<file path="config.mk">
export PLATFORM = sky130hd
export DESIGN_NAME = met_pair_cmp
export DESIGN_NICKNAME = d
export VERILOG_FILES = /design/src/design/met_pkg.sv /design/src/design/met_pair_cmp.sv
export SDC_FILE = /design/constraint.sdc
export NUM_CORES = 1
export LEC_CHECK = 0
export ABC_CLOCK_PERIOD_IN_PS = 2300
export BUFFER_PORTS_ARGS = -buffer_cell sky130_fd_sc_hd__buf_4
export CAP_MARGIN = 20
export CORE_AREA = 5 5 42 44
export DETAILED_ROUTE_END_ITERATION = 8
export DIE_AREA = 0 0 47 49
export PLACE_DENSITY = 0.86
export SETUP_SLACK_MARGIN = 0.2
export SLEW_MARGIN = 0
export SYNTH_ARGS = -nofsm -noshare
export SYNTH_HDL_FRONTEND = slang
export SYNTH_SLANG_ARGS = --single-unit
export TNS_END_PERCENT = 1
</file>
<file path="constraint.sdc">
create_clock -name vclk -period 2.3
set_input_delay 0.23 -clock vclk [all_inputs]
set_output_delay 0.23 -clock vclk [all_outputs]
set_load 0.005 [all_outputs]
</file>
<file path="src/design/met_pkg.sv">
// Shared widths, op codes and record types of the mesh edge table builder.
`default_nettype none
package met_pkg;

	// Field widths fixed by the item and result formats
	localparam int VERT_W  = 10;
	localparam int FACE_W  = 9;
	localparam int ENTRY_W = 8;
	localparam int INDEX_W = 8;
	localparam int COUNT_W = 9;
	localparam int LIMIT_W = 9;

	localparam logic [LIMIT_W-1:0] LIMIT_RESET = 9'd256;

	// Item op codes
	localparam logic [1:0] OP_ADD   = 2'd0;
	localparam logic [1:0] OP_READ  = 2'd1;
	localparam logic [1:0] OP_CLEAR = 2'd2;

	// One stored edge: its vertex pair and its two faces
	typedef struct packed {
		logic [VERT_W-1:0] vert_first;
		logic [VERT_W-1:0] vert_second;
		logic [FACE_W-1:0] face_first;
		logic [FACE_W-1:0] face_second;
	} edge_word_t;

	// One result record
	typedef struct packed {
		logic [INDEX_W-1:0] edge_index;
		logic               was_new;
		logic               overflow;
		logic [COUNT_W-1:0] edge_count;
		logic               read_valid;
		logic [VERT_W-1:0]  read_vertex_a;
		logic [VERT_W-1:0]  read_vertex_b;
		logic [FACE_W-1:0]  read_face_first;
		logic [FACE_W-1:0]  read_face_second;
	} result_t;

endpackage
`default_nettype wire

</file>
<file path="src/design/met_pair_cmp.sv">
// Shared compare unit: unordered vertex pair match against one stored edge.
`default_nettype none
module met_pair_cmp (
	input  met_pkg::edge_word_t         stored,
	input  logic [met_pkg::VERT_W-1:0]  vert_a,
	input  logic [met_pkg::VERT_W-1:0]  vert_b,
	output logic                        hit
);

	logic same_order;
	logic swapped;

	// Either orientation of the pair counts as the same edge
	assign same_order = (stored.vert_first == vert_a) && (stored.vert_second == vert_b);
	assign swapped    = (stored.vert_first == vert_b) && (stored.vert_second == vert_a);
	assign hit        = same_order || swapped;

endmodule
`default_nettype wire

</file>
Word-level counts from Yosys, hierarchy flattened:

Index checks and enable logic that the tools add are counted.

* input bits: 58
* register bits after elaboration: 0

* equal/unequal tests: 4
* reductions and logical operators: 3

Operators by type and width (number)
* == test 10 bit: 4
* logical AND 1 bit: 2
* logical OR 1 bit: 1

Logic depth before layout (Yosys ltp):

Gate-level depths: netlist of run 1.

* word-level depth: 3
* gate-level depth with buffers: 4
* depth with buffers taken out: 4

Worst setup path after synthesis of run 1:

No wires, ideal clock.

* path kind: input -> output
* start point: input port stored[31] in the netlist's numbering
* end point: output port hit
* path buffers: 0
* data required time: 2070 ps
* stages: 4
* slack: 1164 ps
* arrival time: 906 ps
* cells stage by stage: xor2_1 nor4_1 nand3_1 o22ai_1

* longest elaborated chain between the ends: 3

Ends and longest elaborated chain
* start, declared: line met_pair_cmp.sv:4 `input met_pkg::edge_word_t stored,`
* == test 10 bit, on equally long branches: line met_pair_cmp.sv:14, met_pair_cmp.sv:15
* logical AND 1 bit, on equally long branches: line met_pair_cmp.sv:14, met_pair_cmp.sv:15
* logical OR 1 bit *: line met_pair_cmp.sv:16 `assign hit = same_order || swapped;`
* end, declared: line met_pair_cmp.sv:7 `output logic hit`

Every way passes the cells marked *; elsewhere a longest branch is shown, timed or not.

Worst setup path after layout of run 1:

* start point: input port stored[35] in the netlist's numbering
* end point: output port hit

Same word-level chain as after synthesis.

==> out/qor.csv, run 1 <==
stage,metric,value,unit
placed_design,placer congestion estimate,0.8507,
synthesis,Syn. warnings,0,
synthesis,Post-Syn Area,436.7,um^2
timing,Final Critical Period,1485,ps
cells_and_area,# diodes,0,
run,max-cap viol count,0,
global_route,vias in the first global route,564,
worst_hold_path,worst min-delay path class,input port to output pin,
synthesis,synthesized netlist cell count,55,
drt,iteration count of the initial detailed-routing pass,2,
synthesis,Post-Synth XOR/XNOR Area,80.23,%
worst_setup_path,critical path launch point type,input port,
cells_and_area,filler cell count,149,
synthesis,Synth Area in Simple Gates,18.34,%
pwr,Net Sw Frac,41.62,%
cells_and_area,share of cells above drive strength 1,42.71,%
worst_setup_path,"Data arrival, critical path",1250,ps
timing,Tcrit/Tclk final,64.56,%
worst_setup_path,Worst Setup Path Type,input port to output pin,
timing,final-report max-slew violation count,0,
pwr,Peak supply drop,0.00006808,V
pwr,Pleak,0.3743,nW
global_route,first-pass GRT wire length,2.187,mm
worst_hold_path,Hold Path Origin,stored[33],
floorplan,die footprint,0.002303,mm^2
synthesis,syn_nets,113,
timing,f_max,673.5,MHz
pwr,P per Cell Area,169.8,mW/mm^2
drt,post-route ant nets,0,
drt,Post-Route WL,1.345,mm
synthesis,register area share after synthesis,0,%
worst_setup_path,Worst Path Required,2070,ps
timing,final setup margin,815.1,ps
worst_setup_path,critical path endpoint category,output pin,
floorplan,# rows,14,
placed_design,pre-CTS setup slack,807.0,ps
floorplan,I/O Pins,59,
timing,Slew headroom,80.99,%
synthesis,Synth Area in Compound Gates,1.433,%
cells_and_area,Post-Layout Cell Count,112,
pwr,Flop pwr share,0,%
cells_and_area,Clock buffer cells,0,
timing,setup TNS,0,ps
timing,worst-margin pin slew,282.6,ps
drt,DR iter-0 viols,2,
cells_and_area,register area,0,um^2
global_route,GRT Util Overall,12.07,%
cells_and_area,sequential cells,0,
placed_design,number of port buffers,41,
cells_and_area,Layout Nets,156,
worst_setup_path,worst-path fanout max,2,
pwr,Internal,0.07579,mW
synthesis,mean post-synth cell area,7.939,um^2
clock_network,"Hold-fix buffers, CTS",0,
cells_and_area,Layout area overhead,75.07,%
synthesis,largest family of logic cells by synthesized area,XOR/XNOR gates,
placed_design,Placed Cells,112,
outcome,outcome,"complete, no violations",
synthesis,post-synthesis mux area share,0,%
synthesis,number of library cell types mapped by synthesis,5,
drt,mean routed wirelength per cell,12.01,um
drt,via count,529,
timing,final setup vio count,0,
floorplan,Die Wd,47,um
cells_and_area,Multi-input gate area,436.7,um^2
global_route,pin count of the biggest net entering global routing,3,
floorplan,CORE AREA,0.001401,mm^2
worst_setup_path,crit path launch,stored[35],
global_route,grt ovf,0,
pwr,clock power share,0,%
global_route,antenna violations before repair,0,
clock_network,total setup buffers inserted after CTS,0,
drt,Residual DRC,0,
pwr,Comb pwr share,100.0,%
pwr,switching power of the nets,0.05404,mW
floorplan,initial core utilization,31.16,%
synthesis,synthesized-area fraction occupied by adder cells,0,%
timing,unrepaired setup endpoints after global routing,false,
floorplan,die height,49,um
timing,final hold violation count,0,
drt,Avg Vias per Cell,4.723,
clock_network,PostCTS Resize Cnt,0,
==> area by class of cell <==
| cell class | count | share of cell area [%] |
|---|---|---|
| Timing Repair Buffer | 41 | 40.26 |
| Tap cell | 16 | 2.619 |
| Multi-Input combinational cell | 55 | 57.12 |
==> kinds of logic (layout without fill, tap and decap cells) <==
group / Yosys count / in the layout
AOI/OAI and AO/OA: 1 / 1
buffers and inverters: 0 / 41
xor gates and xnor gates: 40 / 40
and+or+nand+nor: 14 / 14
==> per-layer routing <==
layer / up-vias / share of wire, % / GRT usage, %
li1: 271 / - / -
met1: 233 / 37 / 14.57
met2: 25 / 52 / 22.17
met3: 0 / 10 / 2.583
met4: 0 / 0 / 0
met5: - / 0 / 0
==> critical path, cell delays in order <==
cell	delay, ps
buf_4	120
xor2_1	150
nor4_1	320
nand3_1	110
o22ai_1	180
buf_4	140
==> through the flow <==
| step | util (%) | instance area, um^2 | hold WS, ps | power, mW |
|---|---|---|---|---|
| finish | 54.55 | 764.5 | 991.6 | 0.1298 |
| global placement | 54.55 | 764.5 | 979.5 | 0.1297 |
| floorplan | - | 436.7 | 724.8 | 0.04934 |
| CTS | 54.55 | 764.5 | 995.6 | 0.1320 |
| detailed placement | 54.55 | 764.5 | 993.0 | 0.1310 |
| global route | 54.55 | 764.5 | 1049 | 0.1434 |
==> power by group through the flow <==
stage | Clock (mW) | Sequential [mW] | Combinational, mW
after floorplan | 0 | 0 | 0.0493
after global placement | 0 | 0 | 0.130
after detailed placement | 0 | 0 | 0.131
after CTS | 0 | 0 | 0.132
after global routing | 0 | 0 | 0.143
final | 0 | 0 | 0.130
==> path summary, 6_finish.rpt <==
check | endpoint | cells past startpoint | slack [ps]
min | hit | 6 | 990
max | hit | 6 | 820
==> layout by cell type (no fill, tap or decap), drive strengths merged <==
cell type and instances:
xor2 40, nor4 10, nand2 2, nand3 2, o22ai 1, buf 41
==> synthesized netlist by cell type <==
| cell type | count | area share (%) |
|---|---|---|
| nand2_1 | 2 | 1.7 |
| o22ai_1 | 1 | 1.4 |
| nor4_1 | 10 | 14 |
| xor2_1 | 40 | 80 |
| nand3_1 | 2 | 2.3 |
Power figures use the tool's default switching activity.
==> run 2: changes to the inputs <==
Settings changed: ABC_AREA set to 1, ABC_CLOCK_PERIOD_IN_PS 2300 to 1400, CORE_AREA 5 5 42 44 to not set, CORE_MARGIN set to 5, CORE_UTILIZATION set to 41, DIE_AREA 0 0 47 49 to not set, PLACE_DENSITY 0.86 to 0.88.
Clock period 2.3 ns to 1.4 ns, I/O delays scaled along.
==> run 2 against run 1 <==
Count of clock-buffer cells in the layout unchanged. Critical path type unchanged. Combinational power grew 110%. Critical path depth grew 4. Core utilization increased by 11 points.
==> out/qor.csv, run 2 <==
stage,metric,value,unit
drt,metal2 WL,961,um
global_route,GRT Util Overall,14.34,%
cells_and_area,most frequent cells in the layout,"92 x nand2_1, 41 x buf_4, 33 x inv_1, 24 x nor2_1, 8 x xnor2_1",
placed_design,DP Area,0.001011,mm^2
cells_and_area,Layout Nets,265,
synthesis,Yosys top cell area share,50.55,%
synthesis,Synth top cells by count,"92 x nand2_1, 33 x inv_1, 24 x nor2_1",
clock_network,"Hold-fix buffers, CTS",0,
drt,met3 WL,139,um
synthesis,synthesized netlist cell count,164,
drt,Residual DRC,0,
drt,Post-Route WL,1.907,mm
floorplan,CORE AREA,0.001541,mm^2
drt,via count,977,
worst_setup_path,worst-path fanout max,3,
synthesis,Post-Syn Area,683.2,um^2
timing,unrepaired setup endpoints after global routing,false,
floorplan,die footprint,0.002583,mm^2
placed_design,number of port buffers,41,
drt,Max Used Layer,met3,
timing,Final Critical Period,1045,ps
worst_setup_path,"slowest stage delay, CP",110,ps
outcome,outcome,"complete, no violations",
synthesis,mean post-synth cell area,4.166,um^2
timing,setup TNS,0,ps
timing,worst-margin pin slew,146.1,ps
synthesis,register area share after synthesis,0,%
global_route,first-pass GRT wire length,3.215,mm
pwr,Peak supply drop,0.0001320,V
worst_setup_path,worst path cell trace,buf_4 > inv_1 > nand2_1 > nand2_1 > nor2_1 > nand2_1 > nor2_1 > nand3_1 > nand2_1 > buf_4,
drt,iteration count of the initial detailed-routing pass,4,
worst_setup_path,Worst Path Required,1260,ps
cells_and_area,filler cell count,158,
cells_and_area,Clock buffer cells,0,
clock_network,PostCTS Resize Cnt,0,
global_route,grt ovf,0,
global_route,antenna violations before repair,0,
cells_and_area,"commonest non-fill, non-tap cell in the layout",nand2_1,
timing,final-report max-slew violation count,0,
cells_and_area,share of cells above drive strength 1,20.00,%
floorplan,initial core utilization,44.32,%
synthesis,cell taking the most area after synthesis,nand2_1,
synthesis,most frequent cell after synthesis,nand2_1,
timing,final hold violation count,0,
worst_hold_path,worst min-delay path class,input port to output pin,
synthesis,number of library cell types mapped by synthesis,6,
clock_network,total setup buffers inserted after CTS,0,
worst_setup_path,crit path max-delay cell type,nor2_1,
drt,WL met1,806,um
cells_and_area,register area,0,um^2
placed_design,placer congestion estimate,0.6948,
synthesis,syn_nets,222,
timing,Slew headroom,90.19,%
global_route,vias in the first global route,879,
cells_and_area,Layout area overhead,47.99,%
floorplan,# rows,14,
drt,DR iter-0 viols,17,
timing,f_max,956.5,MHz
pwr,P per Cell Area,268.6,mW/mm^2
worst_setup_path,critical path launch point type,input port,
global_route,pin count of the biggest net entering global routing,4,
floorplan,I/O Pins,59,
pwr,Pleak,0.7097,nW
floorplan,Die Wd,50.82,um
cells_and_area,sequential cells,0,
cells_and_area,cell area after layout,0.001011,mm^2
floorplan,die height,50.82,um
run,max-cap viol count,0,
drt,post-route ant nets,0,
timing,Tcrit/Tclk final,74.67,%
pwr,Pwr Total,0.2715,mW
worst_setup_path,CP dominant cell by count,nand2_1,
cells_and_area,# diodes,0,
drt,Avg Vias per Cell,4.421,
worst_setup_path,Worst Setup Path Type,input port to output pin,
placed_design,post-DP HPWL,1.774,mm
synthesis,"top cells by area, synth","nand2_1 51%, inv_1 18%, nor2_1 13%, xnor2_1 10%, xor2_1 6.4%",
worst_setup_path,critical path endpoint category,output pin,
drt,mean routed wirelength per cell,8.629,um
synthesis,Syn. warnings,0,
timing,final setup vio count,0,
worst_setup_path,"Data arrival, critical path",910,ps
-- run 2: changes by cell type after synthesis --
cell	change
xor2_1	-35
o22ai_1	-1
xnor2_1	+8
nand2_1	+90
inv_1	+33
nor4_1	-10
nor2_1	+24
-- run 2: area by class of cell --
class	count	area [um^2]	area share, %
inverter	33	123.9	12.25
tap	16	20.02	1.980
timing repair buffer	41	307.8	30.45
multi-input combinational	131	559.3	55.32
-- run 2: path summary, 6_finish.rpt --
kind,endpoint,slack (ps),depth (start not counted),startpoint
max,hit,350,10,stored[31]
min,hit,750,7,vert_a[6]
-- run 2: kinds of logic after synthesis --
| logic type | Yosys count | synth area share [%] |
|---|---|---|
| XOR/XNOR | 13 | 16.67 |
| buffers and inverters | 33 | 18.13 |
| AND/OR/NAND/NOR | 118 | 65.20 |
-- run 2: metrics by stage --
step	std cells	utilization [%]	setup WS [ps]	hold slack, ps
3_3_place_gp	221	65.58	379.2	753.5
2_1_floorplan	164	-	636.7	507.5
6_report	221	65.58	354.6	751.2
4_1_cts	221	65.58	356.1	752.8
3_5_place_dp	221	65.58	359.9	753.0
5_1_grt	221	65.58	246.4	806.8
-- run 2: report_power, final --
part	total, mW	switching, mW	internal, mW
Combinational	0.272	0.130	0.142
Sequential	0	0	0
Clock	0	0	0
Total	0.272	0.130	0.142
-- run 2: per-layer routing --
metal  vias up  global-route usage [%]
met5         -                       0
met4         0                       0
met3         0                   2.326
met2        30                   28.51
met1       404                   16.67
li1        543                       -
-- run 2: critical path, delay by kind of cell --
| kind | cells | cell delay (ps) |
|---|---|---|
| buffers and inverters | 3 | 240 |
| AND/OR/NAND/NOR | 7 | 520 |
==> run 3: changes to the inputs <==
Settings changed: ABC_AREA 1 to 0, ABC_CLOCK_PERIOD_IN_PS 1400 to 920, CORE_UTILIZATION 41 to 30, PLACE_DENSITY 0.88 to 0.83.
Clock period 1.4 ns to 0.92 ns, I/O delays scaled along.
==> run 3 against run 2 <==
The run now ends with setup timing left. Via count shrank 43%. Combinational power grew 36%. Final cell count shrank 49%. Design area shrank 16%. Routed wire length shrank 23%. Worst setup slack lost 610 ps.
==> out/qor.csv, run 3 (same netlist as run 1, synthesis figures left out) <==
stage,metric,value,unit
outcome,outcome,"finished, violations left",
outcome,failing checks,setup timing,
floorplan,CORE AREA,0.001334,mm^2
drt,DR iter-0 viols,6,
placed_design,number of port buffers,41,
placed_design,placer congestion estimate,0.8659,
global_route,vias in the first global route,598,
worst_setup_path,"Data arrival, critical path",1080,ps
placed_design,pre-CTS setup slack,-252.2,ps
run,max-cap viol count,0,
pwr,P per Cell Area,434.7,mW/mm^2
worst_hold_path,Hold Path Origin,stored[36],
cells_and_area,# diodes,0,
floorplan,die footprint,0.002318,mm^2
timing,final-report max-slew violation count,0,
timing,Slew headroom,81.32,%
global_route,antenna violations before repair,0,
timing,final hold violation count,0,
cells_and_area,share of cells above drive strength 1,48.98,%
timing,f_max,849.8,MHz
floorplan,initial core utilization,32.74,%
global_route,grt ovf,0,
cells_and_area,"commonest non-fill, non-tap cell in the layout",xor2_1,
worst_setup_path,crit path max-delay cell type,nor4_1,
cells_and_area,sequential cells,0,
worst_hold_path,"Endpoint, Worst Hold",hit,
worst_setup_path,critical path endpoint category,output pin,
cells_and_area,fin util,63.70,%
worst_setup_path,"slowest stage delay, CP",290,ps
global_route,first-pass GRT wire length,2.256,mm
cells_and_area,Layout Nets,158,
timing,worst-margin pin slew,277.6,ps
pwr,Peak supply drop,0.0002117,V
timing,final setup vio count,1,
drt,via count,554,
timing,Final Critical Period,1177,ps
worst_setup_path,worst path cell trace,buf_4 > xor2_1 > nor4_1 > nand3_1 > o22ai_1 > buf_4,
worst_setup_path,CP dominant cell by count,buf_4,
worst_hold_path,worst min-delay path class,input port to output pin,
worst_setup_path,worst-path fanout max,2,
drt,Post-Route WL,1.466,mm
timing,unrepaired setup endpoints after global routing,true,
pwr,Pleak,0.4005,nW
drt,mean routed wirelength per cell,12.97,um
cells_and_area,most frequent cells in the layout,"38 x xor2_1, 34 x buf_4, 8 x buf_6, 7 x nor4_1, 3 x nor4_2",
global_route,GRT Util Overall,12.90,%
drt,iteration count of the initial detailed-routing pass,2,
worst_setup_path,critical path launch point type,input port,
timing,final setup margin,-256.8,ps
drt,post-route ant nets,0,
cells_and_area,register area,0,um^2
worst_setup_path,Worst Setup Path Type,input port to output pin,
drt,Residual DRC,0,
global_route,pin count of the biggest net entering global routing,3,
clock_network,total setup buffers inserted after CTS,0,
clock_network,"Hold-fix buffers, CTS",0,
floorplan,Die Wd,48.15,um
floorplan,I/O Pins,59,
floorplan,die height,48.15,um
cells_and_area,Clock buffer cells,0,
placed_design,post-DP HPWL,1.336,mm
worst_setup_path,Worst Path Required,830,ps
cells_and_area,Layout area overhead,94.56,%
floorplan,# rows,13,
worst_hold_path,worst hold path cell count,6,
timing,Tcrit/Tclk final,127.9,%
drt,Avg Vias per Cell,4.903,
run 3: cell count changes in the layout (fill, tap and decap cells not counted), sizes merged:
| cell | previous run | this run |
|---|---|---|
| nand2 | 92 | 2 |
| xor2 | 5 | 40 |
| inv | 33 | 0 |
| nor2 | 24 | 0 |
| nor4 | 0 | 10 |
| xnor2 | 8 | 0 |
| buf | 41 | 43 |
| o22ai | 0 | 1 |
run 3: cell type report:
type,count,area [um^2]
tap,15,18.77
multi-input combinational,55,470.5
timing repair buffer,43,360.3
fill,111,484.2
run 3: routing by layer:
layer,vias to the layer above,GRT usage [%],part of all wire (%)
met4,0,0,0
met5,-,0,0
met1,255,14.35,35
li1,274,-,-
met3,0,2.952,11
met2,25,25.78,53
run 3: worst max path at each step:
stage | from | to | cells after the start
after CTS | stored[18] | hit | 6
final | stored[31] | hit | 6
after detailed placement | vert_b[8] | hit | 6
after global routing | vert_a[2] | hit | 6
after floorplan | stored[31] | hit | 4
after global placement | stored[35] | hit | 6
run 3: critical path, delay by kind of cell:
kind / cells / cell delay (ps)
AOI/OAI and AO/OA: 1 / 190
xor gates and xnor gates: 1 / 150
and+or+nand+nor: 2 / 400
buffers and inverters: 2 / 260
run 3: stage by stage:
stage	instances	power (mW)	hold slack [ps]	area (um^2)	setup TNS [ps]
after floorplan	55	0.1234	448.8	436.7	0
after global placement	113	0.3297	720.6	778.2	-292.9
after detailed placement	113	0.3349	710.5	778.2	-252.2
after CTS	113	0.3473	713.8	804.5	-247.2
after global routing	113	0.4022	745.7	849.6	-326.4
final	113	0.3693	723.1	849.6	-256.8
run 3: power breakdown:
group | internal (mW) | leakage (nW) | total (mW) | switching, mW
Sequential | 0 | 0 | 0 | 0
Combinational | 0.215 | 0.401 | 0.369 | 0.154
Clock | 0 | 0 | 0 | 0
Total | 0.215 | 0.401 | 0.369 | 0.154
run 3: what timing repair did:
item	CTS	global route
endpoints found under the setup margin	1	1
pin swaps	8	8
gates resized for setup	7	8
